<file path="src/isotp_pkg.sv">
// Shared types, constants and byte helpers for the ISO-TP receive reassembler.
// No dependencies; used by isotp_ctrl, isotp_dp and the top level.
package isotp_pkg;

    localparam int PAIRS        = 4;
    localparam int BUFFER_BYTES = 256;

    localparam int PAIR_W    = (PAIRS > 1) ? $clog2(PAIRS) : 1;
    localparam int BUF_AW    = $clog2(BUFFER_BYTES);
    localparam int CNT_W     = $clog2(BUFFER_BYTES + 1);
    localparam int RAM_AW    = PAIR_W + BUF_AW;
    localparam int RAM_DEPTH = 1 << RAM_AW;

    localparam logic [31:0] ID_MASK      = 32'h9FFF_FFFF;
    localparam int          EXT_ADDR_BIT = 30;
    localparam int          PAD_BIT      = 29;
    localparam logic [7:0]  PCI_FC_CTS   = 8'h30;
    localparam logic [7:0]  PCI_FF_BYTE  = 8'h10;
    localparam logic [3:0]  FF_HEAD      = 4'd10;

    localparam logic [3:0] PCI_SF = 4'h0;
    localparam logic [3:0] PCI_FF = 4'h1;
    localparam logic [3:0] PCI_CF = 4'h2;

    localparam logic [1:0] CMD_CLEAR = 2'd0;
    localparam logic [1:0] CMD_LOAD  = 2'd1;
    localparam logic [1:0] CMD_FRAME = 2'd2;

    localparam logic [1:0] KIND_CHUNK = 2'd0;
    localparam logic [1:0] KIND_FC    = 2'd1;
    localparam logic [1:0] KIND_FWD   = 2'd2;

    localparam logic CFG_BLOCK_SIZE = 1'b0;
    localparam logic CFG_SEP_TIME   = 1'b1;

    typedef enum logic [2:0] {
        ACT_NONE,
        ACT_FWD,
        ACT_SF,
        ACT_FF,
        ACT_CF,
        ACT_CF_DONE
    } action_t;

    typedef enum logic [2:0] {
        ST_IDLE,
        ST_DECODE,
        ST_WR,
        ST_RES_OUT,
        ST_SF_OUT,
        ST_RD_ADDR,
        ST_RD_DATA,
        ST_CHUNK_OUT
    } state_t;

    typedef struct packed {
        logic accept;
        logic decode;
        logic wr;
        logic sf_next;
        logic capture;
        logic chunk_next;
    } ctrl_cmd_t;

    typedef struct packed {
        action_t action;
        logic    wr_last;
        logic    mode_ff;
        logic    cf_done;
        logic    chunk_full;
        logic    out_last;
    } dp_stat_t;

    function automatic logic [7:0] byte_at(input logic [63:0] d, input logic [2:0] k);
        byte_at = d[8*(7-k) +: 8];
    endfunction

    function automatic logic [7:0] id_byte(input logic [31:0] id, input logic [1:0] k);
        id_byte = id[8*(3-k) +: 8];
    endfunction

endpackage

</file>
<file path="src/isotp_ctrl.sv">
// Sequencer for the reassembler: accepts items, steps buffer writes and chunk reads.
// Depends on isotp_pkg; drives isotp_dp through ctrl_cmd_t.
module isotp_ctrl (
    input  logic                  aclk,
    input  logic                  aresetn,
    input  logic                  s_valid,
    input  logic [1:0]            s_command,
    input  logic                  m_ready,
    input  isotp_pkg::dp_stat_t   st,
    output logic                  s_ready,
    output logic                  m_valid,
    output isotp_pkg::ctrl_cmd_t  cmd
);

    isotp_pkg::state_t state_reg, state_next;

    always_ff @(posedge aclk) begin
        if (!aresetn) begin
            state_reg <= isotp_pkg::ST_IDLE;
        end else begin
            state_reg <= state_next;
        end
    end

    always_comb begin
        state_next = state_reg;
        case (state_reg)
            isotp_pkg::ST_IDLE: begin
                if (s_valid && s_command == isotp_pkg::CMD_FRAME) begin
                    state_next = isotp_pkg::ST_DECODE;
                end
            end
            isotp_pkg::ST_DECODE: begin
                case (st.action)
                    isotp_pkg::ACT_FWD: state_next = isotp_pkg::ST_RES_OUT;
                    isotp_pkg::ACT_SF:  state_next = isotp_pkg::ST_SF_OUT;
                    isotp_pkg::ACT_FF, isotp_pkg::ACT_CF, isotp_pkg::ACT_CF_DONE:
                        state_next = isotp_pkg::ST_WR;
                    default: state_next = isotp_pkg::ST_IDLE;
                endcase
            end
            isotp_pkg::ST_WR: begin
                if (st.wr_last) begin
                    if (st.mode_ff) begin
                        state_next = isotp_pkg::ST_RES_OUT;
                    end else if (st.cf_done) begin
                        state_next = isotp_pkg::ST_RD_ADDR;
                    end else begin
                        state_next = isotp_pkg::ST_IDLE;
                    end
                end
            end
            isotp_pkg::ST_RES_OUT: begin
                if (m_ready) begin
                    state_next = isotp_pkg::ST_IDLE;
                end
            end
            isotp_pkg::ST_SF_OUT: begin
                if (m_ready && st.out_last) begin
                    state_next = isotp_pkg::ST_IDLE;
                end
            end
            isotp_pkg::ST_RD_ADDR: begin
                state_next = isotp_pkg::ST_RD_DATA;
            end
            isotp_pkg::ST_RD_DATA: begin
                state_next = st.chunk_full ? isotp_pkg::ST_CHUNK_OUT : isotp_pkg::ST_RD_ADDR;
            end
            isotp_pkg::ST_CHUNK_OUT: begin
                if (m_ready) begin
                    state_next = st.out_last ? isotp_pkg::ST_IDLE : isotp_pkg::ST_RD_ADDR;
                end
            end
            default: state_next = isotp_pkg::ST_IDLE;
        endcase
    end

    always_comb begin
        s_ready = 1'b0;
        m_valid = 1'b0;
        cmd     = '0;
        case (state_reg)
            isotp_pkg::ST_IDLE: begin
                s_ready    = aresetn;
                cmd.accept = s_valid && aresetn;
            end
            isotp_pkg::ST_DECODE: cmd.decode = 1'b1;
            isotp_pkg::ST_WR:     cmd.wr = 1'b1;
            isotp_pkg::ST_RES_OUT: m_valid = 1'b1;
            isotp_pkg::ST_SF_OUT: begin
                m_valid     = 1'b1;
                cmd.sf_next = m_ready && !st.out_last;
            end
            isotp_pkg::ST_RD_ADDR: ;
            isotp_pkg::ST_RD_DATA: cmd.capture = 1'b1;
            isotp_pkg::ST_CHUNK_OUT: begin
                m_valid        = 1'b1;
                cmd.chunk_next = m_ready && !st.out_last;
            end
            default: ;
        endcase
    end

endmodule

</file>
<file path="config.mk">
export PLATFORM = sky130hd
export DESIGN_NAME = isotp_ctrl
export DESIGN_NICKNAME = d
export VERILOG_FILES = /design/src/isotp_pkg.sv /design/src/isotp_ctrl.sv
export SDC_FILE = /design/constraint.sdc
export NUM_CORES = 1
export LEC_CHECK = 0
export ABC_AREA = 0
export BUFFER_PORTS_ARGS = -buffer_cell sky130_fd_sc_hd__buf_2
export CAP_MARGIN = 40
export CORE_AREA = 2 2 39 41
export CTS_BUF_LIST = sky130_fd_sc_hd__clkbuf_4 sky130_fd_sc_hd__clkbuf_8
export CTS_CLUSTER_DIAMETER = 80
export DETAILED_ROUTE_END_ITERATION = 7
export DIE_AREA = 0 0 41 43
export PLACE_DENSITY = 0.54
export SYNTH_ARGS = -nofsm -noshare
export SYNTH_HDL_FRONTEND = slang
export SYNTH_SLANG_ARGS = --single-unit
</file>
<file path="constraint.sdc">
create_clock -name aclk -period 1.35 [get_ports aclk]
set_input_delay 0.0675 -clock aclk [delete_from_list [all_inputs] [get_ports aclk]]
set_output_delay 0.0675 -clock aclk [all_outputs]
set_load 0.01 [all_outputs]
</file>
== Yosys cells after proc, flatten, opt, wreduce, memory -nomap -nowiden ==
Cells that the tools add are included.

* Input port bits: 14
* Register bits: 3
* Word-level logic and storage cells: 47
* Output and inout port bits: 8

* Reduce and logical (&&, ||, !) cells: 9
* Multiplexer cells: 19
* Equal/unequal tests: 18

{| class="wikitable"
|+ Operator list
! operator !! number
|-
| $mux W3 || 8
|-
| $pmux W3 S8 || 1
|-
| $eq A3 B3 Y1 const B || 6
|-
| $eq A3 B2 Y1 const B || 4
|-
| $ne A2 B2 Y1 const B || 5
|-
| $pmux W3 S3 || 1
|-
| $mux W1 || 8
|-
| $eq A3 B1 Y1 const B || 2
|-
| $reduce_or A3 Y1 || 2
|-
| $reduce_and A5 Y1 || 1
|-
| $logic_and A1 B1 Y1 || 4
|-
| $logic_not A3 Y1 || 1
|-
| $eq A2 B2 Y1 const B || 1
|-
| $mux W2 || 1
|-
| $logic_not A1 Y1 || 1
|}

== Depth between registers and ports, before layout ==
Gate-level depths: netlist (run 1).

* Word-level depth: 4
* Mapped depth: 5
* Gate-level depth less buffers: 4

== Least setup slack after synthesis (run 1) ==
No wires, ideal clock.

* Path type: register -> register
* Start point: register state_reg[2]
* End point: register state_reg[0]
* Stages on the path, launching flop included: 5
* Setup time: 0.116 ns
* Path slack: 0.296 ns
* Path buffers: 1
* Data arrival time: 0.938 ns
* Cell sequence: dfxtp_1 -> buf_4 -> nor3_2 -> nand2_1 -> a41o_1

* Longest elaborated chain between the ends: 3

{| class="wikitable"
|+ Ends and longest elaborated chain
! item !! RTL line !! RTL
|-
| start, declared || isotp_ctrl.sv:15 || <nowiki>isotp_pkg::state_t state_reg, state_next;</nowiki>
|-
| start signal, assigned || isotp_ctrl.sv:19 || <nowiki>state_reg <= isotp_pkg::ST_IDLE;</nowiki>
|-
| start signal, assigned || isotp_ctrl.sv:21 || <nowiki>state_reg <= state_next;</nowiki>
|-
| $eq A3 B3 Y1 (tied with other cells) || isotp_ctrl.sv:27 || <nowiki>case (state_reg)</nowiki>
|-
| $ne A2 B2 Y1 (no source line) || - ||
|-
| $reduce_and A5 Y1 (no source line) || - ||
|}

Parallel ways exist; a longest one is shown, timed or not.
A chain may end at the register's enable or synchronous reset.

==> results.md, run 1 <==
* Outcome: complete, no violations
* Pin count of the biggest net entering global routing at 14
* Layout cells sized above 1 at 47.3%
* FF-to-FF Start: state_reg[0]
* Die height at 43 µm
* Final WL at 1010 µm
* Cell-internal power at 0.000554 W
* Worst hold path type: in2reg
* Final min period at 1.26 ns
* Layout Skew at 0.00335 ns
* Total grt overflow at 0
* Die Wd at 41 µm
* Setup violators final at 0
* Hold depth at 2
* Placed standard-cell area at 470 µm²
* Pwr per Cell Area at 1850 nW/µm²
* Tot GR Track Use at 13.7%
* MaxCap Viol Count at 0
* Ys Warns at 0
* Post-synth ARST share at 0%
* Clk Latency, worst-skew pair at 0.24 ns
* WHS Endpoint: state_reg[1]
* Critical R2R Capture: state_reg[0]
* Final Hold Fails at 0
* CTS tree: yes
* CTS clock-pin slew for the worst setup and hold paths at 0.04 ns
* Synth area leader: dfxtp_1
* CTS sink count at 3
* Initial Utilization at 25.6%
* Worst Path Max Fanout at 8
* Clk root buf: clkbuf_4
* Multiplexer area fraction after synthesis at 0%
* Slew of the pin with the lowest slew margin at 0.299 ns
* Via density at 4.99
* Comb pwr share at 55.5%
* Slew HR at 80.1%
* Crit path DAT at 1.19 ns
* Routability Congestion at 0.762
* Layout area overhead at 48.1%
* Worst Min Path Start: aresetn
* Post-Syn Area at 354 µm²
* Post-Syn Instances at 50
* Xor/xnor share of the synthesized area at 0%
* Synth top area cells: dfxtp_1 17%, nor2_1 6.4%, nor3_2 5.7%
* Simple-gate share of the synthesized area at 41.3%
* Via count at 449
* Vias in the first global route at 397
* Nets at 89
* Top-count cell post-synth: nor2_1
* H-tree levels at 1
* Seq cells post-synth at 3
* Adder-Cell Fraction of Synth Area at 0%
* Final core occ at 37.9%
* Reg2reg setup slack at 0.11 ns
* Fill cell count at 152
* Post-Syn Nets at 64
* Synth cell count leaders: 6 x nor2_1, 4 x o21ai_0, 3 x dfxtp_1, 3 x nand2_1, 3 x nor2b_1
* Net Switching at 0.000417 W
* Peak supply drop at 0.854 mV
* Share of power burned in registers at 25.4%
* Critical path class: reg2out
* Peak Freq at 0.796 GHz
* Core area at 1380 µm²
* RSZ-0062 raised after global routing: no
* Clock Power Share at 19.0%
* R2R depth at 4
* Setup TNS at 0 ns
* CTS buffer count at 3
* Maximum clock path buffer count at 2
* Buffers added on ports at 21
* Ys flop type: dfxtp_1
* Average instance area after synthesis at 7.08 µm²
* Top Ports at 22
* Routed len/inst at 11.2 µm
* Ant diodes at 0
* Post-route cell area at 524 µm²
* Combinational family with the most area after synthesis: simple AND/OR/NAND/NOR gates
* Seq/Total Area, Yosys at 17.0%
* Dpl hpwl at 732 µm
* DRC errors left at 0
* Worst setup SP type: register
* First-pass GRT wire length at 1650 µm
* Antenna Nets Post-Route at 0
* Synth cell types at 30
* First drt pass iteration count at 4
* Total power at 0.000971 W
* Post-synth top area share at 17.0%
* Critical Path RT at 1.28 ns
* Iteration-0 DRC Markers at 8
* Max reg flops at 3
* Slew Limit Fails at 0
* Number of synthesized flops with an enable pin at 0
* Crit end category: output pin
* Compound-Gate Fraction of Synth Area at 32.9%
* Die area at 1760 µm²
* Post-CTS Setup Inserts at 0
* Final period util at 93.0%
* FP Rows at 14
* Initial antenna violation count at 0
* Sw frac at 42.9%
* Lkg Pwr at 0.253 nW
worst max path at each step:
stage	start	to	slack [ns]	cells after the start
CTS	state_reg[1]	cmd[3]	0.00008	3
floorplan	state_reg[2]	state_reg[0]	0.30	4
global placement	state_reg[0]	state_reg[0]	0.07	4
detailed placement	state_reg[0]	state_reg[0]	0.04	4
global route	state_reg[0]	cmd[2]	0.005	3
finish	state_reg[2]	cmd[5]	0.09	4
cells in the final DEF, fill, tap and decap left out:
| master | Yosys | final |
|---|---|---|
| and3_1 | 1 | 1 |
| o21ai_0 | 4 | 4 |
| nor2_1 | 6 | 6 |
| nor4b_2 | 0 | 1 |
| nor2b_1 | 3 | 3 |
| dfxtp_2 | 0 | 3 |
| nand2_1 | 3 | 3 |
| a221oi_1 | 1 | 1 |
| nand3b_1 | 2 | 2 |
| nor3_4 | 0 | 1 |
| a21boi_0 | 1 | 1 |
| nand3_1 | 1 | 1 |
| o22ai_1 | 1 | 1 |
| a31oi_1 | 1 | 1 |
| nand2b_4 | 0 | 1 |
| o311ai_1 | 1 | 1 |
| nor3_1 | 1 | 1 |
| buf_2 | 1 | 21 |
| a21o_1 | 1 | 1 |
| clkbuf_4 | 0 | 4 |
| and2_1 | 1 | 1 |
| nor3b_1 | 2 | 2 |
| buf_4 | 1 | 2 |
| o21a_1 | 1 | 1 |
| inv_1 | 2 | 2 |
| nor3_2 | 2 | 1 |
| nand2b_1 | 2 | 1 |
| a21oi_1 | 2 | 2 |
| o221a_2 | 1 | 1 |
| a21boi_1 | 1 | 1 |
| a41o_1 | 1 | 1 |
| o21ai_1 | 1 | 1 |
per-stage QoR:
stage / setup WS (ns) / hold WS [ns] / std cells
final: 0.0942 / 0.133 / 90
after global routing: 0.00478 / 0.140 / 90
after CTS: 0.0000816 / 0.136 / 90
after detailed placement: 0.0385 / 0.370 / 86
after global placement: 0.0705 / 0.374 / 86
after floorplan: 0.296 / 0.185 / 50
repair_timing:
action	in CTS	in global routing
cloned	0	0
pin swaps	0	1
hold buffers	0	0
gates resized for setup	1	6
endpoints found under the setup margin	2	7
critical path: stages, from the launching register on:
cell,delay (ns)
dfxtp_2,0.35
buf_4,0.18
nor3_4,0.13
and3_1,0.17
buf_2,0.12
power by group through the flow:
stage               Combinational [W]  Clock (W)  Sequential (W)
global route                 0.000602   0.000197        0.000259
detailed placement           0.000499          0        0.000218
finish                       0.000539   0.000185        0.000247
CTS                          0.000508   0.000191        0.000220
floorplan                    0.000423          0        0.000160
global placement             0.000506          0        0.000218
final cells by class:
| cell class | count | area (µm²) | share of cell area [%] |
|---|---|---|---|
| inverters | 2 | 7.51 | 1.43 |
| multi-input cells | 42 | 283 | 53.9 |
| well taps | 16 | 20.0 | 3.82 |
| clock buffers | 4 | 30.0 | 5.73 |
| repair buffers | 23 | 120 | 22.9 |
| flip-flops and latches | 3 | 63.8 | 12.2 |
routing by layer:
metal	share of wire, %	routed length, µm	global-route usage (%)
met3	7.7	78	6.28
met1	46	464	17.9
met5	0	0	0
met4	0	0	4.00
met2	46	466	19.7
cell families (layout without fill, tap and decap cells):
logic type / Yosys count / after routing
AOI/OAI and AO/OA: 17 / 17
buffers and inverters: 5 / 29
and+or+nand+nor: 25 / 25
DFF: 3 / 3
(Power assumes the default switching activity.)
==> inputs of run 2 (changes only) <==
==> constraint.sdc (replaced) <==
create_clock -name aclk -period 1.35 [get_ports aclk]
set_input_delay 0.0675 -clock aclk [delete_from_list [all_inputs] [get_ports aclk]]
set_output_delay 0.0675 -clock aclk [all_outputs]
set_load 0.05 [all_outputs]
==> run 2 against run 1 <==
Compared with the run above:
- fmax is 6.0% lower
- critical endpoint unchanged
- highest routed layer is now met4
- total power rose by 36%
- non-clock buffer count up 2
==> results.md, run 2 (same netlist as run 1, synthesis figures left out) <==
* Worst path cell trace: buf_6 -> nor3_4 -> and3_4 -> buf_8
* Ant diodes at 0
* Die area at 1760 µm²
* Fin Hold WS at 0.119 ns
* Max reg flops at 3
* Crit end category: output pin
* Initial Utilization at 25.6%
* Vias in the first global route at 430
* Sw frac at 49.5%
* Layout area overhead at 71.7%
* Final WL at 1030 µm
* CTS buffer count at 3
* Slew HR at 81.5%
* Slowest stage delay, CP at 0.34 ns
* Hold depth at 2
* RSZ-0062 raised after global routing: yes
* Peak Freq at 0.748 GHz
* Critical Path RT at 1.28 ns
* Final period util at 99.0%
* Via count at 470
* CP max-delay cell: dfxtp_2
* Reg2reg setup slack at 0.18 ns
* First drt pass iteration count at 4
* CTS sink count at 3
* Setup violators final at 0
* Buffers added on ports at 21
* Pwr per Cell Area at 2180 nW/µm²
* Die height at 43 µm
* Top Ports at 22
* Post-CTS Hold Buffers at 0
* Via density at 5.11
* Pre-CTS WS at 0.0891 ns
* Comb pwr share at 69.2%
* Cell-internal power at 0.000668 W
* Clk root buf: clkbuf_4
* Layout Skew at 0.00411 ns
* Routability Congestion at 0.748
* Commonest cells after routing, fill and taps aside: 15 x buf_2, 5 x nor2_1, 5 x clkbuf_4, 5 x buf_4
* Commonest non-fill, non-tap cell in the layout: buf_2
* Tot GR Track Use at 14.2%
* Worst hold path type: in2reg
* Maximum clock path buffer count at 2
* Slew Limit Fails at 0
* Total power at 0.00132 W
* Final Hold Fails at 0
* Worst Path Max Fanout at 10
* Lkg Pwr at 0.276 nW
* Layout cells sized above 1 at 53.9%
* Worst path depth at 4
* Setup TNS at 0 ns
* Slack of the critical path at 0.0140 ns
* Antenna Nets Post-Route at 0
* H-tree levels at 1
* Clock Power Share at 13.7%
* Core area at 1380 µm²
* Slew of the pin with the lowest slew margin at 0.273 ns
* Outcome: complete, no violations
* Iteration-0 DRC Markers at 2
* Initial antenna violation count at 0
* Share of power burned in registers at 17.2%
* MaxCap Viol Count at 0
* Worst setup SP type: register
* First-pass GRT wire length at 1680 µm
* CTS clock-pin slew for the worst setup and hold paths at 0.04 ns
* Nets at 91
* Crit path DAT at 1.27 ns
* CP Buf/Inv Count at 2
* Fill cell count at 145
* Routed len/inst at 11.2 µm
* DRC errors left at 0
* Critical path class: reg2out
* Final min period at 1.34 ns
* Net Switching at 0.000656 W
* Die Wd at 41 µm
* CTS tree: yes
* Crit path max-delay family: simple AND/OR/NAND/NOR gates
* Peak supply drop at 0.916 mV
* Total grt overflow at 0
* R2R depth at 4
* FP Rows at 14
* Dpl hpwl at 794 µm
* Pin count of the biggest net entering global routing at 11
* Clk Latency, worst-skew pair at 0.24 ns
-- run 2: cell count changes in the layout (fill, tap and decap cells not counted), sizes merged --
cell | previous run | this run
buf | 23 | 24
clkbuf | 4 | 5
-- run 2: path summary, 6_finish.rpt --
| check | start | endpoint |
|---|---|---|
| worst max register to register | state_reg[0] | state_reg[0] |
| worst min register to register | state_reg[2] | state_reg[2] |
| worst min-delay path | aresetn | state_reg[1] |
| worst max-delay path | state_reg[2] | cmd[5] |
-- run 2: power groups by stage --
stage / Clock [W] / Combinational (W) / Sequential, W
floorplan: 0 / 0.000661 / 0.000160
global placement: 0 / 0.000795 / 0.000198
detailed placement: 0 / 0.000793 / 0.000201
CTS: 0.000187 / 0.000871 / 0.000219
global route: 0.000203 / 0.000988 / 0.000234
finish: 0.000181 / 0.000915 / 0.000227
-- run 2: stage by stage --
step / utilization [%] / cells / instance area (µm²)
4_1_cts: 41.8 / 92 / 578
3_3_place_gp: 36.9 / 88 / 510
3_5_place_dp: 36.9 / 88 / 510
5_1_grt: 43.9 / 92 / 608
2_1_floorplan: - / 50 / 379
6_report: 43.9 / 92 / 608
-- run 2: layer usage --
| layer | global-route usage, % | share of wire [%] |
|---|---|---|
| met1 | 15.4 | 43 |
| met2 | 22.5 | 50 |
| met3 | 6.28 | 5.5 |
| met4 | 6.00 | 1.1 |
| met5 | 0 | 0 |
-- run 2: layout make-up --
cell class / instances / area, µm² / share of cell area [%]
Multi-Input combinational cell: 42 / 315 / 51.9
Timing Repair Buffer: 25 / 169 / 27.8
Sequential cell: 3 / 66.3 / 10.9
Clock buffer: 4 / 30.0 / 4.94
Tap cell: 16 / 20.0 / 3.29
Inverter: 2 / 7.51 / 1.23
-- run 2: worst register-to-register path: cells and delay by family, from the launching register on --
kind | cells | cell delay [ns]
flops | 1 | 0.41
compound gates | 2 | 0.34
simple gates | 2 | 0.31
-- run 2: repair_timing --
action | in CTS | in global routing
gates cloned | 0 | 0
resized for setup | 12 | 7
buffers inserted | 0 | 0
endpoints found under the hold margin | 0 | 0
setup endpoints to repair | 8 | 7
pin swaps | 0 | 0
